$ cat src/rtl/core/sliding_window_max_top_defines.svh
// ----------------------------------------------------------------------------
// Sliding window maximum: assertion macros
// Shared concurrent assertion forms, clocked on clk, quiet while rst_n is low.
// ----------------------------------------------------------------------------
`ifndef SLIDING_WINDOW_MAX_TOP_DEFINES_SVH
`define SLIDING_WINDOW_MAX_TOP_DEFINES_SVH

// same-cycle implication
`define SWM_ASSERT_NOW(lbl, ante, cons, msg) \
    lbl: assert property (@(posedge clk) disable iff (!rst_n) (ante) |-> (cons)) else $error(msg);

// next-cycle implication
`define SWM_ASSERT_NEXT(lbl, ante, cons, msg) \
    lbl: assert property (@(posedge clk) disable iff (!rst_n) (ante) |=> (cons)) else $error(msg);

`endif

$ cat src/rtl/core/swm_pkg.sv
// ----------------------------------------------------------------------------
// Sliding window maximum: package
// Payload types, the candidate entry type and the max-select helpers.
// ----------------------------------------------------------------------------
`default_nettype none

package swm_pkg;

    localparam int SAMPLE_BITS        = 16;
    localparam int CFG_BITS           = 7;
    localparam int DEFAULT_MAX_WINDOW = 64;
    localparam int WINDOW_RESET       = 3;

    typedef logic signed [SAMPLE_BITS-1:0] swm_sample_t;

    typedef struct packed {
        swm_sample_t sample;
        logic        last_sample;
    } swm_in_t;

    typedef struct packed {
        swm_sample_t window_max;
        logic        end_of_sequence;
    } swm_out_t;

    typedef struct packed {
        logic        valid;
        swm_sample_t value;
    } swm_entry_t;

    typedef struct packed {
        logic valid;
        logic last;
    } swm_tag_t;

    // on a tie the first argument wins
    function automatic swm_entry_t swm_pick(input swm_entry_t a, input swm_entry_t b);
        swm_entry_t r;
        if (!a.valid)
            r = b;
        else if (!b.valid)
            r = a;
        else if (b.value > a.value)
            r = b;
        else
            r = a;
        return r;
    endfunction

    function automatic int swm_ceil_log4(input int n);
        int levels;
        int span;
        levels = 0;
        span   = 1;
        for (int i = 0; i < 8; i++)
        begin
            if (span < n)
            begin
                span   = span * 4;
                levels = levels + 1;
            end
        end
        return levels;
    endfunction

endpackage

`default_nettype wire

$ cat src/rtl/core/swm_cell.sv
// ----------------------------------------------------------------------------
// Sliding window maximum: candidate cell
// Holds one past sample; shifts one place per beat and drops out of the window.
// ----------------------------------------------------------------------------
`default_nettype none

module swm_cell #(
    parameter int WIN_W = 7,
    parameter int POS   = 1
) (
    input  logic                      clk,
    input  logic                      rst_n,
    input  logic                      shift,
    input  logic                      clear,
    input  logic [WIN_W-1:0]          win,
    input  swm_pkg::swm_entry_t       prev,
    output swm_pkg::swm_entry_t       cur
);
    import swm_pkg::*;

    localparam logic [WIN_W-1:0] POS_V = WIN_W'(POS);

    logic        valid_reg;
    swm_sample_t value_reg;

    always_ff @(posedge clk or negedge rst_n)
    begin
        if (!rst_n)
            valid_reg <= 1'b0;
        else if (shift)
            valid_reg <= prev.valid && !clear;
    end

    always_ff @(posedge clk)
    begin
        if (shift)
            value_reg <= prev.value;
    end

    // age of this cell's sample is POS; it is live while age < window
    assign cur.valid = valid_reg && (POS_V < win);
    assign cur.value = value_reg;

endmodule

`default_nettype wire

$ cat src/rtl/core/swm_stage.sv
// ----------------------------------------------------------------------------
// Sliding window maximum: reduction stage
// Registered 4:1 max over candidate entries, with its own beat handshake.
// ----------------------------------------------------------------------------
`default_nettype none

module swm_stage #(
    parameter int N_OUT = 1
) (
    input  logic                                  clk,
    input  logic                                  rst_n,
    input  swm_pkg::swm_tag_t                     in_tag,
    input  swm_pkg::swm_entry_t [4*N_OUT-1:0]     in_ent,
    output logic                                  in_ready,
    output swm_pkg::swm_tag_t                     out_tag,
    output swm_pkg::swm_entry_t [N_OUT-1:0]       out_ent,
    input  logic                                  out_ready
);
    import swm_pkg::*;

    swm_tag_t                tag_reg;
    swm_entry_t [N_OUT-1:0]  ent_reg;
    swm_entry_t [N_OUT-1:0]  ent_next;

    assign in_ready = !tag_reg.valid || out_ready;

    always_comb
    begin
        for (int g = 0; g < N_OUT; g++)
            ent_next[g] = swm_pick(swm_pick(in_ent[4*g],   in_ent[4*g+1]),
                                   swm_pick(in_ent[4*g+2], in_ent[4*g+3]));
    end

    always_ff @(posedge clk or negedge rst_n)
    begin
        if (!rst_n)
            tag_reg <= '0;
        else if (in_ready)
            tag_reg <= in_tag;
    end

    always_ff @(posedge clk)
    begin
        if (in_ready && in_tag.valid)
            ent_reg <= ent_next;
    end

    assign out_tag = tag_reg;
    assign out_ent = ent_reg;

endmodule

`default_nettype wire

$ cat src/rtl/core/sliding_window_max_top.sv
// ----------------------------------------------------------------------------
// Sliding window maximum: top level
// Running maximum of the last window_size signed samples of a sequence.
// ----------------------------------------------------------------------------
//  channel   signals                       beat taken when
//  input     in_valid, in_stall, in_data   in_valid && !in_stall
//  output    out_valid, out_stall, out_data out_valid && !out_stall
//  config    cfg_we, cfg_wdata             cfg_we
//
//  One sample per cycle while in_stall is low; each result passes through
//  the registered 4:1 max tree before it leaves.
//  The cell chain updates in the accept cycle, so the tree is the only latency.
//  Reset empties the cells, clears the sample count and sets the window to 3.
//  out_stall backs up through the tree stages to in_stall in the same cycle.
// ----------------------------------------------------------------------------
`default_nettype none

`include "sliding_window_max_top_defines.svh"

module sliding_window_max_top #(
    parameter int MAX_WINDOW = swm_pkg::DEFAULT_MAX_WINDOW
) (
    input  logic                          clk,
    input  logic                          rst_n,
    input  logic                          in_valid,
    output logic                          in_stall,
    input  swm_pkg::swm_in_t              in_data,
    output logic                          out_valid,
    input  logic                          out_stall,
    output swm_pkg::swm_out_t             out_data,
    input  logic                          cfg_we,
    input  logic [swm_pkg::CFG_BITS-1:0]  cfg_wdata
);
    import swm_pkg::*;

    localparam int WIN_W     = $clog2(MAX_WINDOW + 1);
    localparam int CMP_W     = (WIN_W > CFG_BITS) ? WIN_W : CFG_BITS;
    localparam int NUM_CELLS = MAX_WINDOW - 1;
    localparam int LEVELS    = swm_ceil_log4(MAX_WINDOW);
    localparam int LEAVES    = 1 << (2 * LEVELS);

    logic [CFG_BITS-1:0]  window_size_reg;
    logic [WIN_W-1:0]     seen_reg;
    logic [WIN_W-1:0]     seen_next;
    logic [WIN_W-1:0]     seen_inc;
    logic [WIN_W-1:0]     win_eff;
    logic [CMP_W-1:0]     ws_ext;
    logic                 produce;
    logic                 accept;
    logic                 clear;
    swm_tag_t             head_tag;

    swm_entry_t [NUM_CELLS-1:0]  cell_prev;
    swm_entry_t [NUM_CELLS-1:0]  cell_cur;
    logic       [NUM_CELLS-1:0]  live_bits;
    swm_entry_t [LEAVES-1:0]     leaf_ent;

    wire swm_entry_t [LEVELS:0][LEAVES-1:0] lvl_ent;
    wire swm_tag_t   [LEVELS:0]             lvl_tag;
    wire             [LEVELS:0]             lvl_ready;

    always_ff @(posedge clk or negedge rst_n)
    begin
        if (!rst_n)
            window_size_reg <= CFG_BITS'(WINDOW_RESET);
        else if (cfg_we)
            window_size_reg <= cfg_wdata;
    end

    always_comb
    begin
        ws_ext = CMP_W'(window_size_reg);
        if (ws_ext == '0)
            win_eff = WIN_W'(1);
        else if (ws_ext > CMP_W'(MAX_WINDOW))
            win_eff = WIN_W'(MAX_WINDOW);
        else
            win_eff = WIN_W'(ws_ext);
    end

    assign seen_inc  = (seen_reg == WIN_W'(MAX_WINDOW)) ? seen_reg : seen_reg + WIN_W'(1);
    assign produce   = (seen_inc >= win_eff) || in_data.last_sample;
    assign accept    = in_valid && lvl_ready[0];
    assign clear     = accept && in_data.last_sample;
    assign in_stall  = !lvl_ready[0];
    assign seen_next = clear ? '0 : seen_inc;

    always_ff @(posedge clk or negedge rst_n)
    begin
        if (!rst_n)
            seen_reg <= '0;
        else if (accept)
            seen_reg <= seen_next;
    end

    // cell chain: newest sample enters cell 0, each beat moves one place
    always_comb
    begin
        cell_prev[0].valid = 1'b1;
        cell_prev[0].value = in_data.sample;
        for (int j = 1; j < NUM_CELLS; j++)
            cell_prev[j] = cell_cur[j-1];
        for (int j = 0; j < NUM_CELLS; j++)
            live_bits[j] = cell_cur[j].valid;
    end

    genvar c;
    generate
        for (c = 0; c < NUM_CELLS; c++)
        begin : gen_cell
            swm_cell #(
                .WIN_W (WIN_W),
                .POS   (c + 1)
            ) u_cell (
                .clk   (clk),
                .rst_n (rst_n),
                .shift (accept),
                .clear (clear),
                .win   (win_eff),
                .prev  (cell_prev[c]),
                .cur   (cell_cur[c])
            );
        end
    endgenerate

    // leaves: live candidates plus the incoming sample
    always_comb
    begin
        leaf_ent = '0;
        for (int j = 0; j < NUM_CELLS; j++)
            leaf_ent[j] = cell_cur[j];
        leaf_ent[MAX_WINDOW-1].valid = 1'b1;
        leaf_ent[MAX_WINDOW-1].value = in_data.sample;
    end

    assign head_tag.valid = accept && produce;
    assign head_tag.last  = in_data.last_sample;

    assign lvl_ent[0]        = leaf_ent;
    assign lvl_tag[0]        = head_tag;
    assign lvl_ready[LEVELS] = !out_stall;

    genvar k;
    generate
        for (k = 0; k < LEVELS; k++)
        begin : gen_lvl
            localparam int N_OUT = LEAVES >> (2 * (k + 1));

            swm_stage #(
                .N_OUT (N_OUT)
            ) u_stage (
                .clk       (clk),
                .rst_n     (rst_n),
                .in_tag    (lvl_tag[k]),
                .in_ent    (lvl_ent[k][4*N_OUT-1:0]),
                .in_ready  (lvl_ready[k]),
                .out_tag   (lvl_tag[k+1]),
                .out_ent   (lvl_ent[k+1][N_OUT-1:0]),
                .out_ready (lvl_ready[k+1])
            );

            assign lvl_ent[k+1][LEAVES-1:N_OUT] = '0;
        end
    endgenerate

    assign out_valid                = lvl_tag[LEVELS].valid;
    assign out_data.window_max      = lvl_ent[LEVELS][0].value;
    assign out_data.end_of_sequence = lvl_tag[LEVELS].last;

    `SWM_ASSERT_NEXT(a_last_clears_count, clear, seen_reg == '0, "count not cleared by last beat")
    `SWM_ASSERT_NEXT(a_last_empties_cells, clear, live_bits == '0, "cells live after last beat")
    `SWM_ASSERT_NOW(a_result_has_entry, out_valid, lvl_ent[LEVELS][0].valid, "result without entry")

endmodule

`default_nettype wire
$ cat config.mk
export PLATFORM = sky130hd
export DESIGN_NAME = sliding_window_max_top
export DESIGN_NICKNAME = d
export VERILOG_FILES = /design/src/rtl/core/swm_pkg.sv /design/src/rtl/core/swm_cell.sv /design/src/rtl/core/swm_stage.sv /design/src/rtl/core/sliding_window_max_top.sv
export VERILOG_INCLUDE_DIRS = /design/src /design/src/rtl/core
export SDC_FILE = /design/constraint.sdc
export NUM_CORES = 2
export LEC_CHECK = 0
export ABC_AREA = 1
export ABC_CLOCK_PERIOD_IN_PS = 27500
export BUFFER_PORTS_ARGS = -buffer_cell sky130_fd_sc_hd__clkbuf_2
export CELL_PAD_IN_SITES_DETAIL_PLACEMENT = 1
export CELL_PAD_IN_SITES_GLOBAL_PLACEMENT = 2
export CORE_MARGIN = 2
export CORE_UTILIZATION = 42
export CTS_BUF_LIST = sky130_fd_sc_hd__clkbuf_2
export DETAILED_ROUTE_END_ITERATION = 16
export PLACE_DENSITY = 0.91
export SLEW_MARGIN = 20
export SYNTH_ARGS = -nofsm -noshare
export SYNTH_HDL_FRONTEND = slang
export SYNTH_HIERARCHICAL = 1
export SYNTH_SLANG_ARGS = --single-unit
$ cat constraint.sdc
create_clock -name clk -period 27.5 [get_ports clk]
set_input_delay 5.5 -clock clk [delete_from_list [all_inputs] [get_ports clk]]
set_output_delay 5.5 -clock clk [all_outputs]
set_load 0.01 [all_outputs]
# Yosys cells after proc, flatten, opt, wreduce, memory -nomap -nowiden
# Index checks and enable logic that the tools add are counted.
# word_totals
wordCells,639
in_bits,29
out_inout_bits,19
regBits,1447
# classes
eq_ne,1
addsub,1
muxes,192
n_lt_le_gt_ge,128
reduce_logical,142
# ops
operator,n
$mux W17,123
$mux W16,65
$gt A16 B16 Y1,63
$lt A6 B7 Y1 const A,32
$logic_and A1 B1 Y1,131
$lt A5 B7 Y1 const A,16
$lt A4 B7 Y1 const A,8
$lt A3 B7 Y1 const A,4
$mux W7,4
$lt A2 B7 Y1 const A,2
$add A7 B1 Y7 const B,1
$eq A7 B7 Y1 const B,1
$ge A7 B7 Y1,1
$gt A7 B7 Y1 const B,1
$logic_not A7 Y1,1
$lt A1 B7 Y1 const A,1
$logic_not A1 Y1,6
$logic_or A1 B1 Y1,4

# Logic depth before layout (Yosys ltp)
# depth
ltp_word,11
mapped_depth,35
depth_no_buf,33

# By module
# The synthesis kept the hierarchy.
# by_module_without_submodules
module,n_inst,area_each_um2,cells_per_inst,seq_area_each_um2
swm_stage (gen_lvl[0].u_stage),1,44026.0,6925,8217.9
swm_stage (gen_lvl[1].u_stage),1,11141.9,1727,2092.0
swm_cell (gen_cell[23].u_cell ...),9,556.8,28,505.5
swm_stage (gen_lvl[2].u_stage),1,2920.3,441,560.5
swm_cell (gen_cell[16].u_cell ...),4,555.5,28,505.5
swm_cell (gen_cell[11].u_cell ...),4,551.8,28,505.5
swm_cell (gen_cell[15].u_cell ...),4,549.3,26,505.5
swm_cell (gen_cell[0].u_cell ...),4,545.5,26,505.5
swm_cell (gen_cell[53].u_cell ...),3,563.0,29,505.5
swm_cell (gen_cell[12].u_cell ...),3,554.3,28,505.5
swm_cell (gen_cell[27].u_cell ...),3,548.0,26,505.5
swm_cell (gen_cell[14].u_cell ...),3,535.5,24,505.5
swm_cell (gen_cell[18].u_cell ...),3,535.5,23,505.5
swm_cell (gen_cell[39].u_cell ...),2,570.5,32,505.5
+20 rows,--,--,--,--

# Worst setup path after synthesis
# OpenSTA, ideal clock, no wires.
# synth_path
kind,input to register
startpoint,input out_stall
endpoint,register gen_cell[0].u_cell.valid_reg
slack_ns,-1.169
path_buffers,0
setup_ns,1.042
required_time_ns,26.458
path_stages,10
t_arrival_ns,27.627
path_cell_list,inv_1 -> nor2_1 -> inv_1 -> nor2_1 -> inv_1 -> nor2_1 -> inv_1 -> nand2_1 -> inv_1 -> o21ai_0
# synth_via
elab_chain_cells,7
# synth_lines
element,line_no,source
from (decl),sliding_window_max_top.sv:29,"input logic out_stall,"
$logic_not A1 Y1 (*),sliding_window_max_top.sv:141,assign lvl_ready[LEVELS] = !out_stall;
$logic_or A1 B1 Y1 (*),swm_stage.sv:25,assign in_ready = !tag_reg.valid || out_ready;
named net lvl_ready[2],sliding_window_max_top.sv:60,wire [LEVELS:0] lvl_ready;
$logic_or A1 B1 Y1 (*),swm_stage.sv:25,
named net lvl_ready[1],sliding_window_max_top.sv:60,
$logic_or A1 B1 Y1 (*),swm_stage.sv:25,
named net lvl_ready[0],sliding_window_max_top.sv:60,
$logic_and A1 B1 Y1 (*),sliding_window_max_top.sv:83,assign accept = in_valid && lvl_ready[0];
named net accept,sliding_window_max_top.sv:49,logic accept;
$logic_and A1 B1 Y1,sliding_window_max_top.sv:84,assign clear = accept && in_data.last_sample;
$logic_not A1 Y1,swm_cell.sv:31,valid_reg <= prev.valid && !clear;
to (signal assigned),swm_cell.sv:31,
to (decl),swm_cell.sv:23,logic valid_reg;
# Mark *: on every way through the listed nets, which the timed path passes. The rest lies on a longest branch.
# A chain may end at the register's enable or synchronous reset.

# Final worst setup path
# layout_path
startpoint,input out_stall
endpoint,output in_stall
# layout_via
elab_chain_cells,5
# layout_lines
element,line_no,source
$logic_not A1 Y1,sliding_window_max_top.sv:141,
named net lvl_ready[3],sliding_window_max_top.sv:60,
$logic_or A1 B1 Y1,swm_stage.sv:25,
named net lvl_ready[2],sliding_window_max_top.sv:60,
$logic_or A1 B1 Y1,swm_stage.sv:25,
named net lvl_ready[1],sliding_window_max_top.sv:60,
$logic_or A1 B1 Y1,swm_stage.sv:25,
named net lvl_ready[0],sliding_window_max_top.sv:60,
$logic_not A1 Y1,sliding_window_max_top.sv:85,assign in_stall = !lvl_ready[0];
to (decl),sliding_window_max_top.sv:26,"output logic in_stall,"
# The timed path passes the listed nets, and every way through them passes these cells.

==> run summary <==
The flow ran to the end, and the final reports show no timing, DRC or antenna violations. After global routing the overflow that remains totals 0. After floorplanning, the core was divided into 173 placement rows. The slew of the pin with the lowest slew margin was 1.28 ns; the worst slew margin relative to its limit was 0.147.

For the final database, setup skew stands at 0.173 ns. The worst hold path belongs to the class register to register. The floorplan step set the die height to 477 µm.

The buffer type at the clock tree root is clkbuf_2. The post-route minimum period came out at 12.42 ns. The worst register-to-register path ends at gen_cell[13].u_cell/value_reg[7]. For the number of buffers on the longest clock path, the log shows 4. For the leakage component of the power, the log shows 50.9 nW. Max-cap violations in this run came to 0. The logs give 1447 for the total number of clock tree sinks and 93900 µm² for the post-synth design cell area. For the final routed database, the setup TNS stands at 0 ns. Across all hold checks on the routed design, the worst slack comes to 0.331 ns. The final number of max-transition violations is 0, and the first-pass detailed-route iteration total is 5. The die covers 227000 µm². The highest attainable clock frequency came out at 0.0805 GHz. For the number of design rule violations left after detail routing, the log shows 0. Depth of the CTS H-tree: 5.

The HPWL after detailed placement is 209000 µm. Setup violations remaining at the end of the flow were counted as 0. The routed layout has 74.7k vias.

After detailed placement, the total cell area comes to 97100 µm². Setup repair after global routing left no endpoint under its margin. The endpoint arrival time on the critical path came out at 6.92 ns. The cell area after layout was 101000 µm².

The logs give 1.92 ns for the worst-skew pair later-pin latency and 0.237 for the total global routing track utilization. The worst register-to-register path has a depth of 15. STA classifies the critical path startpoint as an input pin. At the worst endpoint, the required time is 22.00 ns.

The flip-flop count of the largest register after layout was 1008. The setup fix buffers added after clock tree synthesis is 0, and the final hold violation count is 0. In this run the critical register-to-register path is launched from gen_lvl[2].u_stage/out_tag[1]. The number of fill cells in the layout came out at 26.8k. For this run, the number of Yosys warnings is 6.

The synthesized instance count is 11.0k. STA classifies the critical path endpoint as a primary output. IR analysis of the VDD net gives a maximum drop of 0.0491 mV. The worst register-to-register path has a setup slack of 20.74 ns. The final wirelength was 272000 µm; the total CTS buffers was 414. TritonCTS built the clock tree. During placement, the flow inserted port buffers numbering 47. Pin placement for this block handled 48 I/O pins. At the end of routability-driven placement, the weighted congestion stood at 0.879. The run gives 176 as the pin count of the biggest net entering global routing.

By startpoint and endpoint, the worst setup path is classified as input pin to primary output. The share of layout cells above drive strength 1 was 0.0915; the initial detailed-routing violation count was 3901. In this run the worst path has a maximum fanout of 4.

The average cell area after synthesis was 8.57 µm²; the first-pass GRT wire length was 434000 µm. In this run the worst setup path terminates at in_stall. The number of global-route vias before repair is 80.5k. The logs give 0.422 for the effective utilization at floorplan and 222000 µm² for the floorplan core area.

The horizontal die dimension was 477 µm. After detailed routing, the average wire length per cell comes to 18.6 µm. The count of nets left with antenna violations once routing finished came out at 0.

The number of antenna violations at the first check in global routing came out at 12. For this design, the CTS-stage hold fixing added 0 buffers. Launching element of the worst setup path: out_stall.

After the last flow step, the layout net total stands at 12.3k. The fraction of the cycle the final worst path needs came out at 0.452. The layout overhead on the synthesized area was 7.50%.

The clock transition at the registers of the reported paths is 0.09 ns, and the number of resized instances in the post-cts repair step is 0. Power spread over the standard cell area amounts to 63.9 nW/µm². Via density per instance: 5.12.
-- metrics by stage --
stage               std cells  power (mW)  worst slack, ns   util
finish                  14581        6.45            15.08  0.454
global route            14581        6.90            14.86  0.454
CTS                     14565        6.54            15.05  0.454
detailed placement      13834        4.83            15.06  0.437
global placement        13834        4.71            15.08  0.437
floorplan               10957        4.27             4.20      -
-- worst max-delay path, stage by stage --
cell      delay [ns]
clkbuf_2        0.08
inv_1           0.03
nor2_1          0.19
inv_1           0.11
nor2_1          0.26
inv_1           0.12
nor2_1          0.28
inv_1           0.15
inv_1           0.08
clkbuf_2        0.13
-- routing by layer --
metal / part of all wire / vias to the layer above / routed length (µm) / global-route usage
met5: 0 / - / 0 / 0
met4: 0.038 / 0 / 10400 / 0.0924
met3: 0.034 / 550 / 9250 / 0.0303
met2: 0.49 / 1218 / 132000 / 0.412
met1: 0.44 / 36278 / 120000 / 0.299
li1: - / 36616 / - / -
-- layout make-up --
type | count | area (µm²) | area share
Clock inverter | 158 | 882 | 0.00874
Clock buffer | 573 | 2870 | 0.0284
Timing Repair Buffer | 115 | 785 | 0.00777
Sequential cell | 1447 | 43000 | 0.426
Tap cell | 2975 | 3720 | 0.0369
Antenna cell | 15 | 37.5 | 0.000372
Inverter | 2062 | 7740 | 0.0767
Multi-Input combinational cell | 7236 | 41900 | 0.415
-- worst min path at each step --
stage / start / end / slack, ns / depth (start not counted)
4_1_cts: gen_cell[26].u_cell/value_reg[5] / gen_cell[27].u_cell/value_reg[5] / 0.29 / 0
2_1_floorplan: gen_cell[9].u_cell/value_reg[0] / gen_cell[10].u_cell/value_reg[0] / 0.43 / 0
3_5_place_dp: gen_cell[6].u_cell/value_reg[1] / gen_cell[7].u_cell/value_reg[1] / 0.44 / 0
6_report: gen_cell[26].u_cell/value_reg[5] / gen_cell[27].u_cell/value_reg[5] / 0.33 / 0
3_3_place_gp: gen_cell[34].u_cell/value_reg[1] / gen_cell[35].u_cell/value_reg[1] / 0.43 / 0
5_1_grt: gen_cell[26].u_cell/value_reg[5] / gen_cell[27].u_cell/value_reg[5] / 0.29 / 0
-- power by group --
part	total (mW)	internal, mW	leakage [nW]	switching, mW
registers	2.93	2.75	14.3	0.182
clock network	1.67	0.651	2.81	1.02
logic	1.86	0.595	33.8	1.26
total	6.45	3.99	50.9	2.46
-- placed cells by master, fill, tap and decap left out, types with 66 or more instances in the layout --
master       n
edfxtp_1  1364
inv_1     2047
nand2_2    118
nor2_1     444
clkbuf_2   619
dfrtp_1     80
nand2_1   2807
a21oi_1    355
buf_4       66
nand3_1   1551
and2_1     336
o21ai_0    104
ha_1      1017
clkinv_1   122
(Power assumes the default switching activity.)
